### src/rtl/sha_pkg.sv
// sha-256 stream hasher package: payload structs, round constants, fsm states
// and the command/status structs between controller and datapath
`default_nettype none
package sha_pkg;

	typedef struct packed {
		logic [7:0] data_byte;
		logic       byte_present;
		logic       end_of_message;
	} sha_in_t;

	typedef struct packed {
		logic [31:0] digest_word;
		logic [2:0]  word_index;
		logic        last_word;
	} sha_out_t;

	typedef enum logic [2:0] {
		ST_IDLE,
		ST_ROUND,
		ST_FOLD,
		ST_PAD,
		ST_EMIT
	} sha_state_t;

	// byte source for the absorb path
	typedef enum logic [1:0] {
		SRC_INPUT,
		SRC_PAD80,
		SRC_ZERO,
		SRC_LEN
	} sha_src_t;

	typedef struct packed {
		logic     absorb;
		sha_src_t src;
		logic     start_rounds;
		logic     round_step;
		logic     fold;
		logic     latch_len;
		logic     reset_hash;
	} sha_cmd_t;

	typedef struct packed {
		logic [5:0] pos;
		logic [5:0] round_idx;
	} sha_stat_t;

	localparam logic [7:0] PadByte = 8'h80;
	localparam logic [5:0] LenPos  = 6'd56;

	localparam logic [31:0] InitHash [8] = '{
		32'h6a09e667, 32'hbb67ae85, 32'h3c6ef372, 32'ha54ff53a,
		32'h510e527f, 32'h9b05688c, 32'h1f83d9ab, 32'h5be0cd19
	};

	localparam logic [31:0] RoundK [64] = '{
		32'h428a2f98, 32'h71374491, 32'hb5c0fbcf, 32'he9b5dba5,
		32'h3956c25b, 32'h59f111f1, 32'h923f82a4, 32'hab1c5ed5,
		32'hd807aa98, 32'h12835b01, 32'h243185be, 32'h550c7dc3,
		32'h72be5d74, 32'h80deb1fe, 32'h9bdc06a7, 32'hc19bf174,
		32'he49b69c1, 32'hefbe4786, 32'h0fc19dc6, 32'h240ca1cc,
		32'h2de92c6f, 32'h4a7484aa, 32'h5cb0a9dc, 32'h76f988da,
		32'h983e5152, 32'ha831c66d, 32'hb00327c8, 32'hbf597fc7,
		32'hc6e00bf3, 32'hd5a79147, 32'h06ca6351, 32'h14292967,
		32'h27b70a85, 32'h2e1b2138, 32'h4d2c6dfc, 32'h53380d13,
		32'h650a7354, 32'h766a0abb, 32'h81c2c92e, 32'h92722c85,
		32'ha2bfe8a1, 32'ha81a664b, 32'hc24b8b70, 32'hc76c51a3,
		32'hd192e819, 32'hd6990624, 32'hf40e3585, 32'h106aa070,
		32'h19a4c116, 32'h1e376c08, 32'h2748774c, 32'h34b0bcb5,
		32'h391c0cb3, 32'h4ed8aa4a, 32'h5b9cca4f, 32'h682e6ff3,
		32'h748f82ee, 32'h78a5636f, 32'h84c87814, 32'h8cc70208,
		32'h90befffa, 32'ha4506ceb, 32'hbef9a3f7, 32'hc67178f2
	};

endpackage
`default_nettype wire

### src/rtl/sha_datapath.sv
// sha-256 datapath: byte packing, bit count, rolling message schedule,
// round registers and hash words; depends on sha_pkg
`default_nettype none
module sha_datapath
	import sha_pkg::*;
(
	input  wire logic       clk,
	input  wire logic       arst_n,
	input  wire sha_cmd_t   cmd,
	input  wire logic [7:0] in_byte,
	output sha_stat_t       stat,
	input  wire logic [2:0] emit_idx,
	output logic [31:0]     emit_word
);

	logic [63:0] bit_count_q;
	logic [63:0] len_q;
	logic [5:0]  round_q;
	logic [31:0] w_q [16];
	logic [31:0] v_q [8];
	logic [31:0] h_q [8];

	logic [7:0]  abs_byte;
	logic [5:0]  pos;
	logic [31:0] s0, s1, w_new, t1, t2, ch, maj, e_sum, a_sum, x, y, a, e;

	assign pos = bit_count_q[8:3];
	assign stat.pos = pos;
	assign stat.round_idx = round_q;
	assign emit_word = h_q[emit_idx];

	always_comb begin
		case (cmd.src)
			SRC_INPUT: abs_byte = in_byte;
			SRC_PAD80: abs_byte = PadByte;
			SRC_ZERO:  abs_byte = 8'h00;
			SRC_LEN:   abs_byte = len_q[63:56];
			default:   abs_byte = 8'h00;
		endcase
	end

	// schedule over a 16-word window, w_q[0] is the current round word
	always_comb begin
		x = w_q[14];
		y = w_q[1];
		s1 = {x[16:0], x[31:17]} ^ {x[18:0], x[31:19]} ^ (x >> 10);
		s0 = {y[6:0], y[31:7]} ^ {y[17:0], y[31:18]} ^ (y >> 3);
		w_new = s1 + w_q[9] + s0 + w_q[0];
		a = v_q[0];
		e = v_q[4];
		e_sum = {e[5:0], e[31:6]} ^ {e[10:0], e[31:11]} ^ {e[24:0], e[31:25]};
		a_sum = {a[1:0], a[31:2]} ^ {a[12:0], a[31:13]} ^ {a[21:0], a[31:22]};
		ch = (e & v_q[5]) ^ (~e & v_q[6]);
		maj = (a & v_q[1]) ^ (a & v_q[2]) ^ (v_q[1] & v_q[2]);
		t1 = v_q[7] + e_sum + ch + RoundK[round_q] + w_q[0];
		t2 = a_sum + maj;
	end

	always_ff @(posedge clk or negedge arst_n) begin
		if (!arst_n) begin
			bit_count_q <= '0;
			round_q <= '0;
			for (int i = 0; i < 8; i++) h_q[i] <= InitHash[i];
		end else begin
			if (cmd.absorb) begin
				bit_count_q <= bit_count_q + 64'd8;
				w_q[pos[5:2]][(3 - pos[1:0]) * 8 +: 8] <= abs_byte;
				if (cmd.src == SRC_LEN) len_q <= {len_q[55:0], 8'h00};
			end
			if (cmd.latch_len) len_q <= bit_count_q;
			if (cmd.start_rounds) begin
				round_q <= '0;
				for (int i = 0; i < 8; i++) v_q[i] <= h_q[i];
			end
			if (cmd.round_step) begin
				round_q <= round_q + 6'd1;
				for (int i = 0; i < 15; i++) w_q[i] <= w_q[i + 1];
				w_q[15] <= w_new;
				v_q[7] <= v_q[6];
				v_q[6] <= v_q[5];
				v_q[5] <= v_q[4];
				v_q[4] <= v_q[3] + t1;
				v_q[3] <= v_q[2];
				v_q[2] <= v_q[1];
				v_q[1] <= v_q[0];
				v_q[0] <= t1 + t2;
			end
			if (cmd.fold)
				for (int i = 0; i < 8; i++) h_q[i] <= h_q[i] + v_q[i];
			if (cmd.reset_hash) begin
				bit_count_q <= '0;
				for (int i = 0; i < 8; i++) h_q[i] <= InitHash[i];
			end
		end
	end

endmodule
`default_nettype wire

### src/rtl/sha_ctrl.sv
// sha-256 controller: input handshake, padding sequencer, round sequencing
// and digest emission; depends on sha_pkg
`default_nettype none
module sha_ctrl
	import sha_pkg::*;
(
	input  wire logic      clk,
	input  wire logic      arst_n,
	input  wire logic      in_valid,
	input  wire sha_in_t   in_item,
	output logic           in_stall,
	output logic           out_valid,
	input  wire logic      out_stall,
	output sha_cmd_t       cmd,
	input  wire sha_stat_t stat,
	output logic [2:0]     emit_idx
);

	sha_state_t state_q, state_d;
	logic       fin_q, fin_d;      // finishing the message
	logic       len_phase_q, len_phase_d;
	logic [2:0] idx_q, idx_d;

	assign emit_idx = idx_q;

	always_ff @(posedge clk or negedge arst_n) begin
		if (!arst_n) begin
			state_q <= ST_IDLE;
			fin_q <= 1'b0;
			len_phase_q <= 1'b0;
			idx_q <= '0;
		end else begin
			state_q <= state_d;
			fin_q <= fin_d;
			len_phase_q <= len_phase_d;
			idx_q <= idx_d;
		end
	end

	always_comb begin
		state_d = state_q;
		fin_d = fin_q;
		len_phase_d = len_phase_q;
		idx_d = idx_q;
		cmd = '0;
		cmd.src = SRC_INPUT;
		in_stall = 1'b1;
		out_valid = 1'b0;
		case (state_q)
			ST_IDLE: begin
				in_stall = 1'b0;
				if (in_valid) begin
					cmd.absorb = in_item.byte_present;
					fin_d = in_item.end_of_message;
					if (in_item.byte_present && stat.pos == 6'd63) begin
						cmd.start_rounds = 1'b1;
						state_d = ST_ROUND;
					end else if (in_item.end_of_message) begin
						state_d = ST_PAD;
					end
				end
			end
			ST_ROUND: begin
				cmd.round_step = 1'b1;
				if (stat.round_idx == 6'd63) state_d = ST_FOLD;
			end
			ST_FOLD: begin
				cmd.fold = 1'b1;
				if (!fin_q) state_d = ST_IDLE;
				else if (len_phase_q && stat.pos == 6'd0) begin
					idx_d = '0;
					state_d = ST_EMIT;
				end else state_d = ST_PAD;
			end
			ST_PAD: begin
				// first pad cycle latches length and writes the marker byte
				cmd.absorb = 1'b1;
				if (!len_phase_q) begin
					cmd.src = SRC_ZERO;
					if (idx_q == 3'd0) begin
						cmd.src = SRC_PAD80;
						cmd.latch_len = 1'b1;
						idx_d = 3'd1;
					end
					if (stat.pos == LenPos && idx_q != 3'd0) begin
						cmd.src = SRC_LEN;
						len_phase_d = 1'b1;
					end
				end else begin
					cmd.src = SRC_LEN;
				end
				if (stat.pos == 6'd63) begin
					cmd.start_rounds = 1'b1;
					state_d = ST_ROUND;
				end
			end
			ST_EMIT: begin
				out_valid = 1'b1;
				if (!out_stall) begin
					idx_d = idx_q + 3'd1;
					if (idx_q == 3'd7) begin
						cmd.reset_hash = 1'b1;
						fin_d = 1'b0;
						len_phase_d = 1'b0;
						idx_d = '0;
						state_d = ST_IDLE;
					end
				end
			end
			default: state_d = ST_IDLE;
		endcase
	end

endmodule
`default_nettype wire

### src/rtl/sha256_stream_hasher.sv
// sha-256 stream hasher top level: controller plus datapath
// depends on sha_pkg, sha_ctrl, sha_datapath
//
// Takes one byte per cycle while no block is being compressed, padded or
// emitted. A byte that fills a 64-byte block starts the 64 rounds and then
// a fold, one round per cycle on the single round unit. End of message runs
// the padding one byte per cycle (9 to 72 bytes, two blocks when the tail
// is 56 bytes or more) with a compression per padded block, then presents
// the eight digest words one per cycle while out_stall is low, word 0 first,
// and returns to the initial hash values.
`default_nettype none
module sha256_stream_hasher
	import sha_pkg::*;
(
	input  wire logic     clk,
	input  wire logic     arst_n,
	input  wire logic     in_valid,
	output logic          in_stall,
	input  wire sha_in_t  in_data,
	output logic          out_valid,
	input  wire logic     out_stall,
	output sha_out_t      out_data
);

	sha_cmd_t    cmd;
	sha_stat_t   stat;
	logic [2:0]  emit_idx;
	logic [31:0] emit_word;

	sha_ctrl u_ctrl (
		.clk, .arst_n, .in_valid, .in_item(in_data), .in_stall,
		.out_valid, .out_stall, .cmd, .stat, .emit_idx
	);

	sha_datapath u_dp (
		.clk, .arst_n, .cmd, .in_byte(in_data.data_byte), .stat,
		.emit_idx, .emit_word
	);

	assign out_data.digest_word = emit_word;
	assign out_data.word_index = emit_idx;
	assign out_data.last_word = (emit_idx == 3'd7);

endmodule
`default_nettype wire

### config.mk
export PLATFORM = sky130hd
export DESIGN_NAME = sha256_stream_hasher
export DESIGN_NICKNAME = d
export VERILOG_FILES = /design/src/rtl/sha_pkg.sv /design/src/rtl/sha_datapath.sv /design/src/rtl/sha_ctrl.sv /design/src/rtl/sha256_stream_hasher.sv
export SDC_FILE = /design/constraint.sdc
export NUM_CORES = 2
export LEC_CHECK = 0
export BUFFER_PORTS_ARGS = -buffer_cell sky130_fd_sc_hd__clkbuf_2
export CORE_MARGIN = 4
export CORE_UTILIZATION = 60
export DETAILED_ROUTE_END_ITERATION = 10
export PLACE_DENSITY_LB_ADDON = 0.15
export SLEW_MARGIN = 15
export SYNTH_ARGS = -nofsm -noshare
export SYNTH_HDL_FRONTEND = slang
export SYNTH_SLANG_ARGS = --single-unit
### constraint.sdc
create_clock -name clk -period 22.9 [get_ports clk]
set_clock_uncertainty 0.15 [all_clocks]
set_input_delay 3.435 -clock clk [delete_from_list [all_inputs] [get_ports clk]]
set_output_delay 3.435 -clock clk [all_outputs]
set_load 0.02 [all_outputs]
==> impl_metrics.py <==
metrics = {
    "outcome": {
        "status": "finished, final reports clean",
    },
    "routing": {
        "drc": 0,
        "ant_nets": 0,
        "first_iter_violations": 6635,
        "vias": 61000,
        "wire_per_inst_um": 26.6,
        "via_per_inst": 6.46,
        "dr.pass1.iters": 8,
        "wirelength_mm": 251,
    },
    "floorplan": {
        "core_area_um2": 126000,
        "dieHeight_um": 364,
        "start_util": 0.605,
        "io_pins": 52,
        "die_area_um2": 133000,
        "die_w_um": 364,
        "placementRows": 130,
    },
    "finish": {
        "fillers": 10000,
        "num_antenna_cells": 0,
        "area_delta_synth_final_pct": 7.59,
        "regArea_um2": 33400,
        "layout-drive-gt1-share": 0.0854,
        "design_area_um2": 82000,
        "final_nets": 8304,
        "multi_input_area_um2": 40300,
    },
    "setup_path": {
        "cp_max_fo": 15,
        "r2r_end": "u_dp.v_q[0][31]",
        "crit_arrival_ns": 10.94,
        "crit_end": "u_dp.v_q[0][31]",
        "rr_worst_depth": 32,
        "end_kind": "flip-flop",
        "worst_setup_path_start_kind": "flip-flop",
        "crit_path_max_incr_delay_ns": 0.85,
        "crit_path_start": "u_dp.round_q[1]",
        "r2r_slack_ns": 12.28,
        "critPathKind": "flip-flop to flip-flop",
        "r2r_start": "u_dp.round_q[1]",
        "critPathRequiredTime_ns": 23.22,
        "crit_slowest_cell": "ha_1",
    },
    "synthesis": {
        "synth.most_common_cell": "nand2_1",
        "synth_edf_count": 829,
        "synth_fa_ha_area_frac": 0.120,
        "synthXorXnorAreaFrac": 0.0694,
        "ys_top_cells_by_area": "edfxtp_1 (33%), nand2_1 (8.6%), ha_1 (6.6%)",
        "yosys_warnings": 0,
        "synthSimpleGateAreaFrac": 0.157,
        "yosysSeqAreaShare": 0.438,
        "ys_top_cells_by_count": "nand2_1 (1754), edfxtp_1 (829), o21ai_0 (552)",
        "synth_mux_area_frac": 0.0322,
        "synth-seq-cells": 1160,
        "synth.cell_area_um2": 76200,
        "syn_inst": 7839,
        "syn-mean-instance-area_um2": 9.72,
        "synthFlopType": "edfxtp_1",
        "yosys.area.top_type_share": 0.327,
        "synth_fp_nets": 8447,
        "ys_types": 94,
        "async_flop_share": 0.285,
        "synth_compound_area_frac": 0.149,
        "synth_top_family_by_area": "simple AND/OR/NAND/NOR gates",
        "yosys.area.top_type": "edfxtp_1",
    },
    "timing": {
        "setup_ws_ns": 12.28,
        "fmax_mhz": 94.2,
        "finalHoldViolCount": 0,
        "setup_tns_ns": 0,
        "setup_viol": 0,
        "grt_setup_unrepaired": "false",
        "max_slew_margin": 0.200,
        "layout_min_cycle_time_ns": 10.62,
        "finalMaxSlewViolations": 0,
        "worst_pin_slew_ns": 1.20,
        "finalCritPeriodShare": 0.464,
    },
    "place": {
        "place_area_um2": 77800,
        "hpwl_mm": 183,
        "post-place-ws_ns": 12.35,
        "gp_congestion": 1.01,
        "io_buffers": 51,
    },
    "clock_network": {
        "cts_resized": 0,
        "cts_sinks": 1160,
        "cts_buffer_depth": 3,
        "clk_latency_ns": 0.79,
        "htreeDepth": 4,
        "cts_inserted_buffers": 133,
        "clk_pin_slew_worst_paths_ns": 0.06,
        "cts_hold_buf": 0,
        "cts_setup_buffers": 0,
        "cts-root-buf": "clkbuf_16",
        "cts_tree": "yes",
    },
    "global_route": {
        "grt_pass1_vias": 59300,
        "grt_max_degree": 230,
        "track_usage": 0.377,
        "grt_pass1_wl_mm": 375,
        "overflow": 0,
        "antenna_found_initial": 2,
    },
    "flow_run": {
        "cap_violations": 0,
    },
    "min_path": {
        "hold_path_class": "flip-flop to flip-flop",
    },
}
## final cells by class
cell class / count / area share
multi-input cells: 5980 / 0.492
flip-flops and latches: 1160 / 0.407
clock buffers: 175 / 0.0438
well taps: 1650 / 0.0252
repair buffers: 149 / 0.0127
inverters: 272 / 0.0125
clock inverters: 64 / 0.00737
## flip-flops by register name (all words and copies together) (netlist names)
register            cells
u_dp.w_q              512
u_dp.bit_count_q       61
u_dp.round_q            6
u_dp.h_q              256
u_dp.v_q              256
u_dp.len_q             61
u_ctrl.state_q          3
u_ctrl.fin_q            1
u_ctrl.emit_idx         3
u_ctrl.len_phase_q      1
## cells in the final DEF (no fill, tap or decap), drive strengths merged, types with 26 or more instances in the layout
cell    count
a211oi     58
a21o      350
a21oi     414
a31oi      62
and2       27
and3       44
buf        99
clkbuf    225
clkinv     49
dfrtp     195
dfstp     136
edfxtp    829
fa        195
ha        399
inv       278
maj3       26
mux2       57
mux4       71
nand2    1754
nand2b     65
nand3     200
nand4      31
nor2      366
nor2b      51
nor3      122
o211ai     27
o21a       61
o21ai     562
o21bai     43
o31ai      36
or3        36
xnor2     400
xor2      204
## through the flow
step                      hold slack [ns]  utilization  std cells
after floorplan                     0.312            -       7839
after global placement              0.330        0.618       9211
after detailed placement            0.332        0.618       9211
after CTS                           0.341        0.651       9450
after global routing                0.367        0.651       9450
final                               0.331        0.651       9450
## per-layer routing
| metal | GRT usage | vias to the layer above | routed length [um] |
|---|---|---|---|
| met4 | 0.223 | 0 | 17700 |
| met5 | 0 | - | 0 |
| met1 | 0.493 | 30000 | 97400 |
| li1 | - | 27300 | - |
| met3 | 0.0584 | 624 | 21100 |
| met2 | 0.601 | 3108 | 115000 |
## worst max-delay path, delay by kind of cell (launching register included)
family                     cells  cell delay [ns]
adders and majority gates      7             3.29
AOI/OAI and AO/OA             13             3.28
and+or+nand+nor                6             1.62
buffers and inverters          3             0.77
DFF                            1             0.67
xor gates and xnor gates       3             0.52
## worst min path at each step
stage | start | endpoint | depth (start not counted)
final | u_dp.round_q[5] | u_dp.round_q[5] | 1
after global routing | u_dp.round_q[5] | u_dp.round_q[5] | 1
after CTS | u_dp.round_q[5] | u_dp.round_q[5] | 1
after detailed placement | u_dp.round_q[5] | u_dp.round_q[5] | 1
after global placement | u_dp.round_q[5] | u_dp.round_q[5] | 1
after floorplan | u_dp.h_q[63] | u_dp.h_q[63] | 1
## cells by family after synthesis
logic type,Yosys count
compound gates,1815
xor+xnor,604
fa+ha+maj,620
buf+inv,699
flops,1160
mux,149
simple gates,2792
Power is left out: the tool's default activity adds up to more than one toggle a clock period on the data nets, which glitch-free logic cannot reach.
